## src/hdl/aarm_pkg.sv

```systemverilog
// Shared constants, item types and arithmetic helpers for the axis-angle rotation matrix block.
package aarm_pkg;

  localparam int CORDIC_ITERATIONS = 24;
  localparam int CORDIC_STEPS = (CORDIC_ITERATIONS > 32) ? 32 : CORDIC_ITERATIONS;

  localparam int NORM_STEPS = 5;
  localparam int SQRT_STEPS = 32;
  localparam int DIV_STEPS  = 32;

  // Angle path: five reduction/scale stages, the CORDIC row, one fold stage.
  localparam int ANGLE_DEPTH = 6 + CORDIC_STEPS;
  // Axis path: squares, sum, normalize, root, divide, sign/clamp.
  localparam int AXIS_DEPTH  = 3 + NORM_STEPS + SQRT_STEPS + DIV_STEPS;
  localparam int CS_ALIGN    = AXIS_DEPTH - ANGLE_DEPTH;
  localparam int PIPE_DEPTH  = AXIS_DEPTH + 3;

  // 92 full turns in Q16.16, lifts any 32-bit angle to a positive value.
  localparam logic [33:0] TURN_BIAS   = 34'd2170552320;
  // floor(v / 45) == (v * INV45) >> 20 for every v below 2^14.
  localparam logic [14:0] INV45       = 15'd23302;
  localparam logic [24:0] QUARTER_Q16 = 25'd5898240;
  localparam logic [24:0] HALF_Q16    = 25'd11796480;
  localparam logic [24:0] THREEQ_Q16  = 25'd17694720;
  // pi/180 in Q0.40, split into high and low halves at bit 18.
  localparam logic [16:0] DEG_RAD_HI  = 17'd73204;
  localparam logic [17:0] DEG_RAD_LO  = 18'd108693;

  localparam logic signed [33:0] CORDIC_GAIN = 34'sd652032874;
  localparam logic signed [35:0] ONE_Q30     = 36'sd1073741824;
  localparam logic [31:0]        ONE_Q30_U   = 32'd1073741824;

  typedef struct packed {
    logic signed [33:0] x;
    logic signed [33:0] y;
    logic signed [33:0] z;
  } cord_t;

  typedef struct packed {
    logic [63:0] n;
    logic [63:0] res;
  } sq_t;

  typedef struct packed {
    logic [31:0]       root;
    logic [2:0][63:0]  rem;
    logic [2:0][31:0]  quo;
  } div_t;

  typedef struct packed {
    logic [31:0] mx;
    logic [31:0] my;
    logic [31:0] mz;
    logic [2:0]  sgn;
    logic        zero;
  } ax_side_t;

  typedef struct packed {
    logic [2:0][31:0] mk;
    logic [2:0]       sgn;
    logic             zero;
  } sq_side_t;

  typedef struct packed {
    logic [2:0] sgn;
    logic       zero;
  } dv_side_t;

  function automatic logic signed [33:0] cordic_atan(input logic [4:0] i);
    logic signed [33:0] a;
    case (i)
      5'd0:    a = 34'sd843314857;
      5'd1:    a = 34'sd497837829;
      5'd2:    a = 34'sd263043837;
      5'd3:    a = 34'sd133525159;
      5'd4:    a = 34'sd67021687;
      5'd5:    a = 34'sd33543516;
      5'd6:    a = 34'sd16775851;
      5'd7:    a = 34'sd8388437;
      5'd8:    a = 34'sd4194283;
      5'd9:    a = 34'sd2097149;
      5'd10:   a = 34'sd1048576;
      5'd31:   a = 34'sd0;
      default: a = 34'sd1 <<< (5'd30 - i);
    endcase
    return a;
  endfunction

  // Q30 product, rounded half up (floor of product plus half).
  function automatic logic signed [34:0] mul30(input logic signed [34:0] a,
                                                input logic signed [34:0] b);
    logic signed [69:0] p;
    p = a * b + (70'sd1 <<< 29);
    return 35'(p >>> 30);
  endfunction

  function automatic logic signed [31:0] clamp_q30(input logic signed [35:0] v);
    logic signed [31:0] r;
    if (v > ONE_Q30) begin
      r = 32'(ONE_Q30);
    end else if (v < -ONE_Q30) begin
      r = 32'(-ONE_Q30);
    end else begin
      r = 32'(v);
    end
    return r;
  endfunction

endpackage

```

## src/hdl/aarm_div_cell.sv

```systemverilog
// One quotient bit of a three-lane restoring divider sharing one divisor.
module aarm_div_cell (
  input  logic           clk,
  input  logic           en,
  input  logic [4:0]     qbit,
  input  aarm_pkg::div_t din,
  output aarm_pkg::div_t dout
);
  import aarm_pkg::*;

  div_t dout_r;
  div_t dout_nxt;
  logic [63:0] dvs;

  always_comb begin
    dvs      = {32'd0, din.root} << qbit;
    dout_nxt = din;
    for (int l = 0; l < 3; l++) begin
      if (din.rem[l] >= dvs) begin
        dout_nxt.rem[l]       = din.rem[l] - dvs;
        dout_nxt.quo[l][qbit] = 1'b1;
      end
    end
  end

  always_ff @(posedge clk) begin
    if (en) begin
      dout_r <= dout_nxt;
    end
  end

  assign dout = dout_r;

endmodule

```

## config.mk

```make
export PLATFORM = sky130hd
export DESIGN_NAME = aarm_div_cell
export DESIGN_NICKNAME = d
export VERILOG_FILES = /design/src/hdl/aarm_pkg.sv /design/src/hdl/aarm_div_cell.sv
export SDC_FILE = /design/constraint.sdc
export NUM_CORES = 1
export LEC_CHECK = 0
export ABC_AREA = 0
export BUFFER_PORTS_ARGS = -buffer_cell sky130_fd_sc_hd__buf_4
export CAP_MARGIN = 20
export CORE_AREA = 2 2 250 252
export DETAILED_ROUTE_END_ITERATION = 12
export DIE_AREA = 0 0 252 254
export PLACE_DENSITY_LB_ADDON = 0.3
export SYNTH_ARGS = -nofsm -noshare
export SYNTH_HDL_FRONTEND = slang
export SYNTH_SLANG_ARGS = --single-unit
```

## constraint.sdc

```tcl
create_clock -name clk -period 6.9 [get_ports clk]
set_input_delay 1.035 -clock clk [delete_from_list [all_inputs] [get_ports clk]]
set_output_delay 1.035 -clock clk [all_outputs]
set_load 0.02 [all_outputs]
```

==> impl_metrics.json <==
{
  "outcome": "finished, final reports clean",
  "timing.slew.headroom_pct": 18.42,
  "layout_common_cells": "buf_4 (700), a21oi_1 (349), nand2_1 (348), edfxtp_1 (320), nor2_1 (262)",
  "grt_overflow_total": 0,
  "fp.dieH_um": 254,
  "syn_nets": 3547,
  "firstDrtPassIters": 6,
  "worstSetupPathType": "in2reg",
  "p_per_area_nw_per_um2": 248.6,
  "leakagePower_nw": 14.37,
  "ys.flop_type": "edfxtp_1",
  "ys_seq_area_share_pct": 35.76,
  "die_x_um": 252,
  "grt_pass1_vias": 25211,
  "cp-end-kind": "register",
  "final_common_cell": "buf_4",
  "slew_violations": 0,
  "async_flop_share_pct": 0,
  "period_share_pct": 84.72,
  "cts_buffers": 40,
  "final_antenna_net_count": 0,
  "max_freq_mhz": 171.1,
  "finalHoldViolations": 0,
  "core_region_area_um2": 61260,
  "netlist_area_um2": 26870,
  "track_usage_pct": 33.91,
  "swShare_pct": 38.66,
  "dp_hpwl_mm": 92.02,
  "path_max_fanout": 45,
  "drc": 0,
  "ctsHoldBuffers": 0,
  "portBuffers": 646,
  "switchingPower_w": 0.003250,
  "viasPerCell": 6.073,
  "drtIter0Drc": 2871,
  "cp_num_buf_inv": 3,
  "p_comb_share_pct": 43.2,
  "max_slew.worst_pin.slew_ns": 1.224,
  "rsz0062_at_grt": "no",
  "period_needed_ns": 5.846,
  "cp.arrival_ns": 6.15,
  "whs_path_depth": 1,
  "finalSetupViolations": 0,
  "synth-seq-cells": 320,
  "tns_ns": 0,
  "p_int_w": 0.005156,
  "design_area_um2": 33810,
  "cpMaxStageDelayCell": "a21oi_1",
  "critPathRequiredTime_ns": 7.21,
  "fin_nets": 4112,
  "dpl_cell_area_um2": 32540,
  "clk_path_buf_depth": 3,
  "clock-sinks": 320,
  "maxCapViolCount": 0,
  "grt_max_degree": 173,
  "drt-total-wl_mm": 113.8,
  "vdd_drop_max_mv": 0.2315,
  "synth_cell_types": 100,
  "grt_first_pass_wirelength_mm": 161.4,
  "synth-edff-count": 320,
  "routedWlPerCell_um": 25.76,
  "hold_end": "dout[318]$_DFFE_PP_",
  "num_io_pins": 647,
  "dr_total_vias": 26825,
  "cp_top_family": "compound AO/OA/AOI/OAI gates",
  "pwr-share-clk_pct": 25.0,
  "drive_above_1_share_pct": 24.28,
  "critPathMostFrequentCell": "nand2_1",
  "synthCells": 3028,
  "die_area_um2": 64010,
  "clkTransAtPathRegs_ns": 0.06,
  "largest_reg_flops": 320,
  "avgSynthCellArea_um2": 8.875,
  "hp-start": "din[318]",
  "crit_chain": "buf_4 -> mux4_2 -> mux2i_1 -> nand2_1 -> o21ai_0 -> inv_1 -> a22oi_1 -> ha_1 -> nand2_1 -> nor2_1 -> nand2_1 -> or4_1 -> a21oi_1 -> or2_4 -> buf_12 -> a21oi_1",
  "syn2layout_area_growth_pct": 25.81,
  "synth_warnings": 0,
  "holdCritPathClass": "in2reg",
  "cts_tree": "yes",
  "root_buffer": "clkbuf_16",
  "fp-row-count": 91,
  "initial_utilization_pct": 43.87,
  "pwr-share-seq_pct": 31.9,
  "post_cts_resized": 0,
  "cp_num_cells": 16,
  "htreeDepth": 2,
  "gp_congestion": 0.9774,
  "slowest_delay_ns": 0.78,
  "cts_setup_buffers": 0,
  "antenna_found_initial": 8,
  "start_kind": "primary input"
}
power by group through the flow:
| stage | Sequential (W) | Combinational (W) | Clock (W) |
|---|---|---|---|
| after floorplan | 0.00305 | 0.00178 | 0 |
| after global placement | 0.00271 | 0.00356 | 0 |
| after detailed placement | 0.00270 | 0.00355 | 0 |
| after CTS | 0.00267 | 0.00357 | 0.00212 |
| after global routing | 0.00269 | 0.00387 | 0.00219 |
| final | 0.00268 | 0.00363 | 0.00210 |
per-layer routing:
layer / vias to the layer above / global-route usage, % / share of wire (%)
li1: 12450 / - / -
met5: - / 0 / 0.026
met4: 4 / 15.05 / 5.0
met2: 1376 / 55.72 / 46
met1: 12736 / 43.27 / 40
met3: 259 / 6.719 / 8.8
area by class of cell:
cell class	instances	area [µm²]
fill	5693	27450
multi-input combinational	2453	16230
sequential	320	9609
timing repair buffer	710	5450
clock buffer	48	1052
tap	790	988.4
inverter	68	255.2
clock inverter	22	203.9
antenna	6	15.01
per-stage QoR:
stage,total power [W],cells,setup WS [ns],util [%],hold slack (ns)
2_1_floorplan,0.004826,3028,1.339,-,1.134
3_3_place_gp,0.006266,4341,0.5479,53.11,1.239
3_5_place_dp,0.006254,4341,0.5145,53.11,1.242
4_1_cts,0.008365,4411,1.094,55.17,0.6464
5_1_grt,0.008758,4417,0.6807,55.19,0.6491
6_report,0.008405,4417,1.054,55.19,0.6649
synth_stat cells, types with 67 or more instances:
| cell type | count | area share (%) |
|---|---|---|
| ha_1 | 189 | 8.8 |
| a21o_1 | 181 | 5.1 |
| o21ai_0 | 197 | 3.7 |
| xnor2_1 | 93 | 3.0 |
| edfxtp_1 | 320 | 36 |
| nand4_1 | 74 | 1.7 |
| xor2_1 | 74 | 2.4 |
| nor2_1 | 263 | 3.7 |
| inv_1 | 67 | 0.94 |
| nand2_1 | 348 | 4.9 |
| clkbuf_1 | 123 | 1.7 |
| a21oi_1 | 349 | 6.5 |
| o21bai_1 | 68 | 1.9 |
worst max path at each step:
stage,start,end,slack [ns]
2_1_floorplan,qbit[0],dout[43]$_DFFE_PP_,1.34
3_3_place_gp,qbit[0],dout[216]$_DFFE_PP_,0.55
3_5_place_dp,qbit[0],dout[168]$_DFFE_PP_,0.51
4_1_cts,qbit[0],dout[168]$_DFFE_PP_,1.09
5_1_grt,qbit[0],dout[166]$_DFFE_PP_,0.68
6_report,qbit[0],dout[168]$_DFFE_PP_,1.05
cells by family after synthesis:
group	after synthesis	synth area share [%]
buffers and inverters	255	3.958
and+or+nand+nor	950	16.36
adders and majority gates	192	9.024
xor gates and xnor gates	167	5.443
DFF	320	35.76
muxes	87	4.144
AOI/OAI and AO/OA	1057	25.32
Note: power is estimated with default switching activity, not from simulation.
