<file path="src/hdl/aarm_pkg.sv">
// Shared constants, item types and arithmetic helpers for the axis-angle rotation matrix block.
package aarm_pkg;

  localparam int CORDIC_ITERATIONS = 24;
  localparam int CORDIC_STEPS = (CORDIC_ITERATIONS > 32) ? 32 : CORDIC_ITERATIONS;

  localparam int NORM_STEPS = 5;
  localparam int SQRT_STEPS = 32;
  localparam int DIV_STEPS  = 32;

  // Angle path: five reduction/scale stages, the CORDIC row, one fold stage.
  localparam int ANGLE_DEPTH = 6 + CORDIC_STEPS;
  // Axis path: squares, sum, normalize, root, divide, sign/clamp.
  localparam int AXIS_DEPTH  = 3 + NORM_STEPS + SQRT_STEPS + DIV_STEPS;
  localparam int CS_ALIGN    = AXIS_DEPTH - ANGLE_DEPTH;
  localparam int PIPE_DEPTH  = AXIS_DEPTH + 3;

  // 92 full turns in Q16.16, lifts any 32-bit angle to a positive value.
  localparam logic [33:0] TURN_BIAS   = 34'd2170552320;
  // floor(v / 45) == (v * INV45) >> 20 for every v below 2^14.
  localparam logic [14:0] INV45       = 15'd23302;
  localparam logic [24:0] QUARTER_Q16 = 25'd5898240;
  localparam logic [24:0] HALF_Q16    = 25'd11796480;
  localparam logic [24:0] THREEQ_Q16  = 25'd17694720;
  // pi/180 in Q0.40, split into high and low halves at bit 18.
  localparam logic [16:0] DEG_RAD_HI  = 17'd73204;
  localparam logic [17:0] DEG_RAD_LO  = 18'd108693;

  localparam logic signed [33:0] CORDIC_GAIN = 34'sd652032874;
  localparam logic signed [35:0] ONE_Q30     = 36'sd1073741824;
  localparam logic [31:0]        ONE_Q30_U   = 32'd1073741824;

  typedef struct packed {
    logic signed [33:0] x;
    logic signed [33:0] y;
    logic signed [33:0] z;
  } cord_t;

  typedef struct packed {
    logic [63:0] n;
    logic [63:0] res;
  } sq_t;

  typedef struct packed {
    logic [31:0]       root;
    logic [2:0][63:0]  rem;
    logic [2:0][31:0]  quo;
  } div_t;

  typedef struct packed {
    logic [31:0] mx;
    logic [31:0] my;
    logic [31:0] mz;
    logic [2:0]  sgn;
    logic        zero;
  } ax_side_t;

  typedef struct packed {
    logic [2:0][31:0] mk;
    logic [2:0]       sgn;
    logic             zero;
  } sq_side_t;

  typedef struct packed {
    logic [2:0] sgn;
    logic       zero;
  } dv_side_t;

  function automatic logic signed [33:0] cordic_atan(input logic [4:0] i);
    logic signed [33:0] a;
    case (i)
      5'd0:    a = 34'sd843314857;
      5'd1:    a = 34'sd497837829;
      5'd2:    a = 34'sd263043837;
      5'd3:    a = 34'sd133525159;
      5'd4:    a = 34'sd67021687;
      5'd5:    a = 34'sd33543516;
      5'd6:    a = 34'sd16775851;
      5'd7:    a = 34'sd8388437;
      5'd8:    a = 34'sd4194283;
      5'd9:    a = 34'sd2097149;
      5'd10:   a = 34'sd1048576;
      5'd31:   a = 34'sd0;
      default: a = 34'sd1 <<< (5'd30 - i);
    endcase
    return a;
  endfunction

  // Q30 product, rounded half up (floor of product plus half).
  function automatic logic signed [34:0] mul30(input logic signed [34:0] a,
                                                input logic signed [34:0] b);
    logic signed [69:0] p;
    p = a * b + (70'sd1 <<< 29);
    return 35'(p >>> 30);
  endfunction

  function automatic logic signed [31:0] clamp_q30(input logic signed [35:0] v);
    logic signed [31:0] r;
    if (v > ONE_Q30) begin
      r = 32'(ONE_Q30);
    end else if (v < -ONE_Q30) begin
      r = 32'(-ONE_Q30);
    end else begin
      r = 32'(v);
    end
    return r;
  endfunction

endpackage

</file>
<file path="src/hdl/aarm_cordic_cell.sv">
// One rotation-mode CORDIC micro-rotation stage with its output register.
module aarm_cordic_cell (
  input  logic           clk,
  input  logic           en,
  input  logic [4:0]     step,
  input  aarm_pkg::cord_t din,
  output aarm_pkg::cord_t dout
);
  import aarm_pkg::*;

  cord_t dout_r;
  cord_t dout_nxt;
  logic signed [33:0] dx;
  logic signed [33:0] dy;
  logic signed [33:0] ang;

  always_comb begin
    dx  = din.y >>> step;
    dy  = din.x >>> step;
    ang = cordic_atan(step);
    if (!din.z[33]) begin
      dout_nxt.x = din.x - dx;
      dout_nxt.y = din.y + dy;
      dout_nxt.z = din.z - ang;
    end else begin
      dout_nxt.x = din.x + dx;
      dout_nxt.y = din.y - dy;
      dout_nxt.z = din.z + ang;
    end
  end

  always_ff @(posedge clk) begin
    if (en) begin
      dout_r <= dout_nxt;
    end
  end

  assign dout = dout_r;

endmodule

</file>
<file path="config.mk">
export PLATFORM = sky130hd
export DESIGN_NAME = aarm_cordic_cell
export DESIGN_NICKNAME = d
export VERILOG_FILES = /design/src/hdl/aarm_pkg.sv /design/src/hdl/aarm_cordic_cell.sv
export SDC_FILE = /design/constraint.sdc
export NUM_CORES = 1
export LEC_CHECK = 0
export BUFFER_PORTS_ARGS = -buffer_cell sky130_fd_sc_hd__clkbuf_2
export CORE_ASPECT_RATIO = 0.5
export CORE_MARGIN = 1
export CORE_UTILIZATION = 25
export DETAILED_ROUTE_END_ITERATION = 16
export GPL_TIMING_DRIVEN = 0
export MAX_ROUTING_LAYER = met4
export PLACE_DENSITY = 0.4
export SYNTH_ARGS = -nofsm -noshare
export SYNTH_HDL_FRONTEND = slang
export SYNTH_SLANG_ARGS = --single-unit
</file>
<file path="constraint.sdc">
create_clock -name clk -period 7.8 [get_ports clk]
set_input_delay 0.39 -clock clk [delete_from_list [all_inputs] [get_ports clk]]
set_output_delay 0.39 -clock clk [all_outputs]
set_load 0.02 [all_outputs]
</file>
==> results.md, run 1 <==
* Status: finished, violations left
* Failing checks: setup timing
* Min Hold Slack at roughly 270 ps
* Startpoint types: input port
* Post-DR vias/cell at around 5.9
* CTS Sinks at ~100
* CTS H-Tree Depth at 3
* CTS tree: done
* Vias at 16771
* Fmax at 127 MHz
* WS Path Type: input port to register
* CP cell instances: clkbuf_2, buf_2, clkbuf_1, inv_2, clkbuf_1, a221oi_1, a2111oi_0, nand3_1, nor4_2, and3_1, nor2_1, xor2_1, ha_1, a21o_1, a21o_1, a21oi_1, o32ai_1, o31ai_1, a21oi_1, o21ai_0, o21ai_0, xnor2_1
* Routed Antenna Nets at 0
* Initial core utilization at 25.4%
* Clock tree buffer depth at 2
* CTS Buf Count at 9
* Fin. max-slew vios at 0
* Post-CTS setup buffer count at 0
* Hold Crit Start: din[0]
* Root Driver: clkbuf_16
* Leakage at 7.10 nW
* Share of synthesized registers carrying an async set or reset at 0%
* Worst Path Required at 7960 ps
* Synthesized instance count at 1803
* CP top delay family: compound AO/OA/AOI/OAI gates
* GR Overflow Total at 0
* Fin crit period at 7880 ps
* FF+latch count, synth at 102
* Max-cap violations at 0
* Worst EP arrival at approximately 8000 ps
* Gate power share at 59.2%
* Die X-Extent at 355 um
* Setup Viol. Count Final at 1
* Area Overhead vs Synth at 15.8%
* # rows at 64
* Crit end category: register
* Worst hold endpoint: dout[0]
* Max-slew headroom at the worst pin at around 4.9%
* Final setup margin at -75.6 ps
* Worst path max stage delay at approximately 890 ps
* Initial antenna violation count at 6
* Final Hold Fails at 0
* Global-route wire length before repair at 123000 um
* Final core occ at roughly 30%
* Sequential power share at roughly a quarter
* Worst-path cell with the longest stage delay: nor4_2
* Gp weighted congestion at 1.01
* Max reg flops at 102
* Switch Pwr at 1.60 mW
* DRC at 0
* Internal at 1.84 mW
* Number of synthesized flops with an enable pin at between 100 and 150
* DP HPWL at 70800 um
* Syn nets at 2017
* Peak supply drop at 0.135 mV
* DR iter-0 viols at about 1700
* Die footprint at 0.0633 mm2
* Ratio of cells with drive above 1 in the final layout at 20.4%
* Sw Ratio at 46.5%
* Register area share after synthesis at 19.7%
* Cts hold-fix bufs at 0
* Critical path buffers and inverters at 5
* Syn avg cell area at 8.63 um2
* Worst Hold Class: input port to register
* CP Max Fanout at 10
* Number of buffers added on ports at 206
* CTS clk-pin slew, worst paths at 80 ps
* RSZ-0062 raised after global routing: false
* Period utilization at 101%
* Largest net degree at the start of global routing at 58
* All-Layer GR Usage at 28.2%
* Routed len/inst at 30.9 um
* Clock share of power at 15.8%
* Setup TNS at -75.6 ps
* Hold path cells at 2
* Core area at 0.0613 mm2
* Vias in the first global route at 16292
* Top FF cell, synth: edfxtp_1
* Synth cell types at 93
* Syn Std Cell Area at roughly 0.016 mm2
* NumNets Final at ~2200
* Die height at 178 um
* Syn. warnings at 0
* IO Count at around 210
* Post-Route WL at 88100 um
* Drt first pass iters at 6
* PwrDens at 191 mW/mm2
* Slew @ Worst Pin at around 1400 ps
## per-stage QoR
stage               instance area, um2  total power [mW]  std cells  setup WS (ps)
floorplan                        15600              2.21       1803           2290
global placement                 17600              2.91       2834          -1660
detailed placement               17700              2.88       2837          -1430
CTS                              18000              3.46       2851            104
global route                     18000              3.66       2854           3.48
finish                           18000              3.44       2854          -75.6
## layer usage
metal	wire (um)	vias up	track usage (%)
li1	-	7415	-
met1	40100	8335	38.0
met2	37000	868	40.7
met3	8410	153	7.49
met4	2600	0	9.21
met5	0	-	-
## layout by cell type (no fill, tap or decap), types with 15 or more instances in the layout
cell type / Yosys / layout
and2_1: 22 / 22
a211oi_1: 22 / 22
o21a_1: 26 / 26
mux2i_1: 26 / 26
nand2_1: 152 / 152
edfxtp_1: 102 / 102
a31oi_1: 36 / 36
a22oi_1: 17 / 17
ha_1: 102 / 102
o21ai_0: 117 / 117
nand3_1: 34 / 34
mux4_2: 86 / 86
a21o_1: 43 / 43
clkbuf_1: 48 / 46
xor2_1: 59 / 59
buf_1: 18 / 15
o211ai_1: 17 / 17
xnor2_1: 98 / 98
inv_1: 42 / 42
mux2_2: 23 / 23
nor2_1: 157 / 157
buf_2: 26 / 27
clkbuf_2: 0 / 208
nor2b_1: 20 / 20
o22ai_1: 38 / 38
a21oi_1: 160 / 160
nand2b_1: 28 / 28
nor3_1: 37 / 36
## area by class of cell
cell class / count / area (um2)
Antenna cell: 4 / 10.0
Buffer: 104 / 517
Tap cell: 825 / 1030
Clock buffer: 10 / 229
Clock inverter: 6 / 90.1
Sequential cell: 102 / 3060
Inverter: 44 / 165
Fill cell: 6715 / 43300
Multi-Input combinational cell: 1550 / 11800
Timing Repair Buffer: 209 / 1080
## power by group through the flow
stage / sequential (mW) / clock [mW] / combinational, mW
finish: 0.861 / 0.543 / 2.04
global route: 0.876 / 0.580 / 2.20
CTS: 0.865 / 0.566 / 2.02
detailed placement: 0.873 / 0 / 2.01
global placement: 0.876 / 0 / 2.03
floorplan: 1.06 / 0 / 1.15
## how the worst max path moves through the flow
stage            start  slack, ps  cells after the start  endpoint
2_1_floorplan  step[4]       2290                     23  dout[33]
3_3_place_gp   step[4]      -1660                     23  dout[33]
3_5_place_dp   step[4]      -1430                     24  dout[33]
4_1_cts        step[4]        100                     23  dout[33]
5_1_grt        step[4]          3                     21  dout[67]
6_report       step[4]        -80                     22  dout[67]
## cell usage after synthesis (all sizes together), types with 11 or more instances
| library cell | instances | area share (%) |
|---|---|---|
| nand4 | 11 | 0.54 |
| a21o | 43 | 2.1 |
| xor2 | 59 | 3.3 |
| mux2 | 31 | 2.2 |
| nand2b | 28 | 1.1 |
| or3 | 12 | 0.48 |
| and2 | 22 | 0.88 |
| edfxtp | 102 | 20 |
| a22oi | 17 | 0.82 |
| nor2b | 20 | 0.80 |
| o21ai | 126 | 4.1 |
| o211ai | 17 | 0.82 |
| nand2 | 152 | 3.7 |
| o21bai | 14 | 0.68 |
| ha | 102 | 8.2 |
| o22ai | 38 | 1.5 |
| a31oi | 36 | 1.4 |
| nor3 | 39 | 1.3 |
| inv | 44 | 1.1 |
| a21oi | 160 | 5.1 |
| mux2i | 26 | 1.7 |
| o21a | 26 | 1.3 |
| and3 | 14 | 0.56 |
| nor2 | 157 | 3.8 |
| buf | 59 | 2.2 |
| nand3 | 34 | 1.1 |
| a211oi | 25 | 1.3 |
| mux4 | 86 | 12 |
| clkbuf | 48 | 1.2 |
| xnor2 | 98 | 5.5 |
| or2 | 12 | 0.48 |
| o221ai | 13 | 0.73 |
## repair_timing
action                     in CTS  in global routing
pin swaps                       0                  0
gates resized for setup         2                  4
setup endpoints to repair      14                  5
## logic make-up after synthesis
kind of cell	share of synthesized area, %
AND/OR/NAND/NOR	16.6
buffers and inverters	4.43
multiplexers	16.4
flip-flops	19.7
adder cells (fa/ha/maj)	8.59
AO/OA/AOI/OAI	25.5
XOR/XNOR	8.84
Note: power is estimated with default switching activity, not from simulation.
==> inputs of run 2 (changes only) <==
--- a/config.mk
+++ b/config.mk
@@ -13,6 +13,7 @@
 export GPL_TIMING_DRIVEN = 0
 export MAX_ROUTING_LAYER = met4
 export PLACE_DENSITY = 0.4
+export SKIP_CTS_REPAIR_TIMING = 1
 export SYNTH_ARGS = -nofsm -noshare
 export SYNTH_HDL_FRONTEND = slang
 export SYNTH_SLANG_ARGS = --single-unit
==> results.md, run 2 (synthesis gave the netlist of run 1 again) <==
* Worst-path cell with the longest stage delay: a2111oi_0 (was nor4_2)
* GR Overflow Total at 0 (unchanged)
* Peak supply drop at 0.136 mV (was 0.135 mV)
* Worst EP arrival at 7950 ps (was 8040 ps)
* Clock share of power at 15.7% (was 15.8%)
* Period utilization at 99.9% (was 101%)
* Slew @ Worst Pin at 1400 ps (was 1420 ps)
* Gate power share at 59.2% (about the same)
* Routed len/inst at 30.9 um (about the same)
* Leakage at 7.12 nW (was 7.10 nW)
* Setup TNS at 0 ps (was -75.6 ps)
* CTS H-Tree Depth at 3 (unchanged)
* Drt first pass iters at 6 (unchanged)
* Die footprint at 0.0633 mm2 (unchanged)
* Min Hold Slack at 267 ps (was 268 ps)
* Setup Viol. Count Final at 0 (was 1)
* CTS Sinks at 102 (unchanged)
* DRC at 0 (unchanged)
* Worst Setup SP: step[2] (was step[4])
* Max reg flops at 102 (unchanged)
* Root Driver: clkbuf_16 (unchanged)
* Fin crit period at 7790 ps (was 7880 ps)
* WS Path Type: input port to register (unchanged)
* CP Max Fanout at 10 (unchanged)
* Hold Crit Start: din[0] (unchanged)
* Status: finished, final reports clean (was finished, violations left)
* Area Overhead vs Synth at 15.9% (was 15.8%)
* Final instance area at 0.0180 mm2 (about the same)
* DR iter-0 viols at 1758 (was 1669)
* Vias in the first global route at 16358 (was 16292)
* PwrDens at 191 mW/mm2 (about the same)
* Post-DR vias/cell at 5.86 (was 5.88)
* IO Count at 211 (unchanged)
* CP cell instances: buf_2, clkbuf_1, buf_4, buf_2, nor2_1, clkbuf_1, a2111oi_0, nand3_1, nor4_2, and3_1, nor2_1, xor2_1, ha_1, nand3_1, or2_2, o32ai_1, o31ai_1, a21oi_1, o21ai_0, o21ai_0, xnor2_1 (was clkbuf_2, buf_2, clkbuf_1, inv_2, clkbuf_1, a221oi_1, a2111oi_0, nand3_1, nor4_2, and3_1, nor2_1, xor2_1, ha_1, a21o_1, a21o_1, a21oi_1, o32ai_1, o31ai_1, a21oi_1, o21ai_0, o21ai_0, xnor2_1)
* Die height at 178 um (unchanged)
* Routed Antenna Nets at 0 (unchanged)
* Largest net degree at the start of global routing at 58 (unchanged)
* Global-route wire length before repair at 123000 um (about the same)
* Max-slew headroom at the worst pin at 6.26% (was 4.89%)
* Placed cells at 2837 (unchanged)
* Switch Pwr at 1.60 mW (about the same)
* Most common cell after layout, fill and taps aside: clkbuf_2 (unchanged)
* NumNets Final at 2235 (was 2234)
* # rows at 64 (unchanged)
* Ratio of cells with drive above 1 in the final layout at 20.5% (was 20.4%)
* Number of buffers added on ports at 206 (unchanged)
* Crit path capture: dout[67] (unchanged)
* RSZ-0062 raised after global routing: false (unchanged)
* CTS Buf Count at 9 (unchanged)
* Post-Route WL at 88200 um (was 88100 um)
* Max-cap violations at 0 (unchanged)
* CTS tree: done (unchanged)
* Core area at 0.0613 mm2 (unchanged)
* Critical path buffers and inverters at 5 (unchanged)
* Die X-Extent at 355 um (unchanged)
* DP HPWL at 70800 um (unchanged)
* Commonest non-fill, non-tap cells in the layout: clkbuf_2 (210), a21oi_1 (160), nor2_1 (157) (was clkbuf_2 (208), a21oi_1 (160), nor2_1 (157))
* Gp weighted congestion at 1.01 (unchanged)
* Placement Cell Area at 0.0177 mm2 (unchanged)
* Sequential power share at 25.0% (about the same)
* Startpoint types: input port (unchanged)
* Post-Layout Cell Count at 2856 (was 2854)
* Clock tree buffer depth at 2 (unchanged)
* Final Hold Fails at 0 (unchanged)
* CTS clk-pin slew, worst paths at 80 ps (about the same)
* Vias at 16734 (was 16771)
* Sw Ratio at 46.6% (was 46.5%)
* Total power at 3.44 mW (about the same)
* Worst Path Required at 7960 ps (about the same)
* Internal at 1.84 mW (about the same)
* All-Layer GR Usage at 28.3% (was 28.2%)
* Crit end category: register (unchanged)
* Critical path depth at 21 (was 22)
* Worst path max stage delay at 960 ps (was 890 ps)
* CP top delay family: compound AO/OA/AOI/OAI gates (unchanged)
* Fmax at 128 MHz (was 127 MHz)
* Worst Hold Class: input port to register (unchanged)
* Initial antenna violation count at 5 (was 6)
* Initial core utilization at 25.4% (unchanged)
* Fin. max-slew vios at 0 (unchanged)
[run 2: cell count changes in the layout (fill, tap and decap cells not counted), sizes merged]
| cell | change |
|---|---|
| clkbuf | +1 |
| diode | +1 |
[run 2: layout make-up]
cell class                 instances  area [um2]
inverter                          44         165
tap                              825        1030
antenna                            5        12.5
timing repair buffer             209        1080
multi-input combinational       1550       11800
fill                            6717       43300
buffer                           105         523
clock inverter                     6        90.1
clock buffer                      10         229
sequential                       102        3060
[run 2: per-layer routing]
metal	vias up	track usage [%]	routed length (um)
li1	7404	-	-
met1	8333	38.1	40700
met2	842	41.0	37300
met3	155	7.43	7820
met4	0	9.21	2470
met5	-	-	0
[run 2: worst min-delay path by stage]
stage | end | slack [ps] | depth (start not counted)
5_1_grt | dout[0] | 250 | 2
6_report | dout[0] | 270 | 2
3_3_place_gp | dout[0] | 720 | 2
4_1_cts | dout[0] | 240 | 2
3_5_place_dp | dout[0] | 700 | 2
2_1_floorplan | dout[0] | 500 | 0
[run 2: through the flow]
step / setup WS, ps / utilization [%]
floorplan: 2290 / -
global placement: -1660 / 28.7
detailed placement: -1430 / 28.8
CTS: -997 / 29.3
global route: 48.5 / 29.4
finish: 10.3 / 29.4
[run 2: power by group through the flow]
stage | logic [mW] | clock network, mW | registers (mW)
global placement | 2.03 | 0 | 0.876
finish | 2.04 | 0.542 | 0.861
CTS | 2.03 | 0.566 | 0.865
detailed placement | 2.01 | 0 | 0.873
floorplan | 1.15 | 0 | 1.06
global route | 2.20 | 0.580 | 0.876
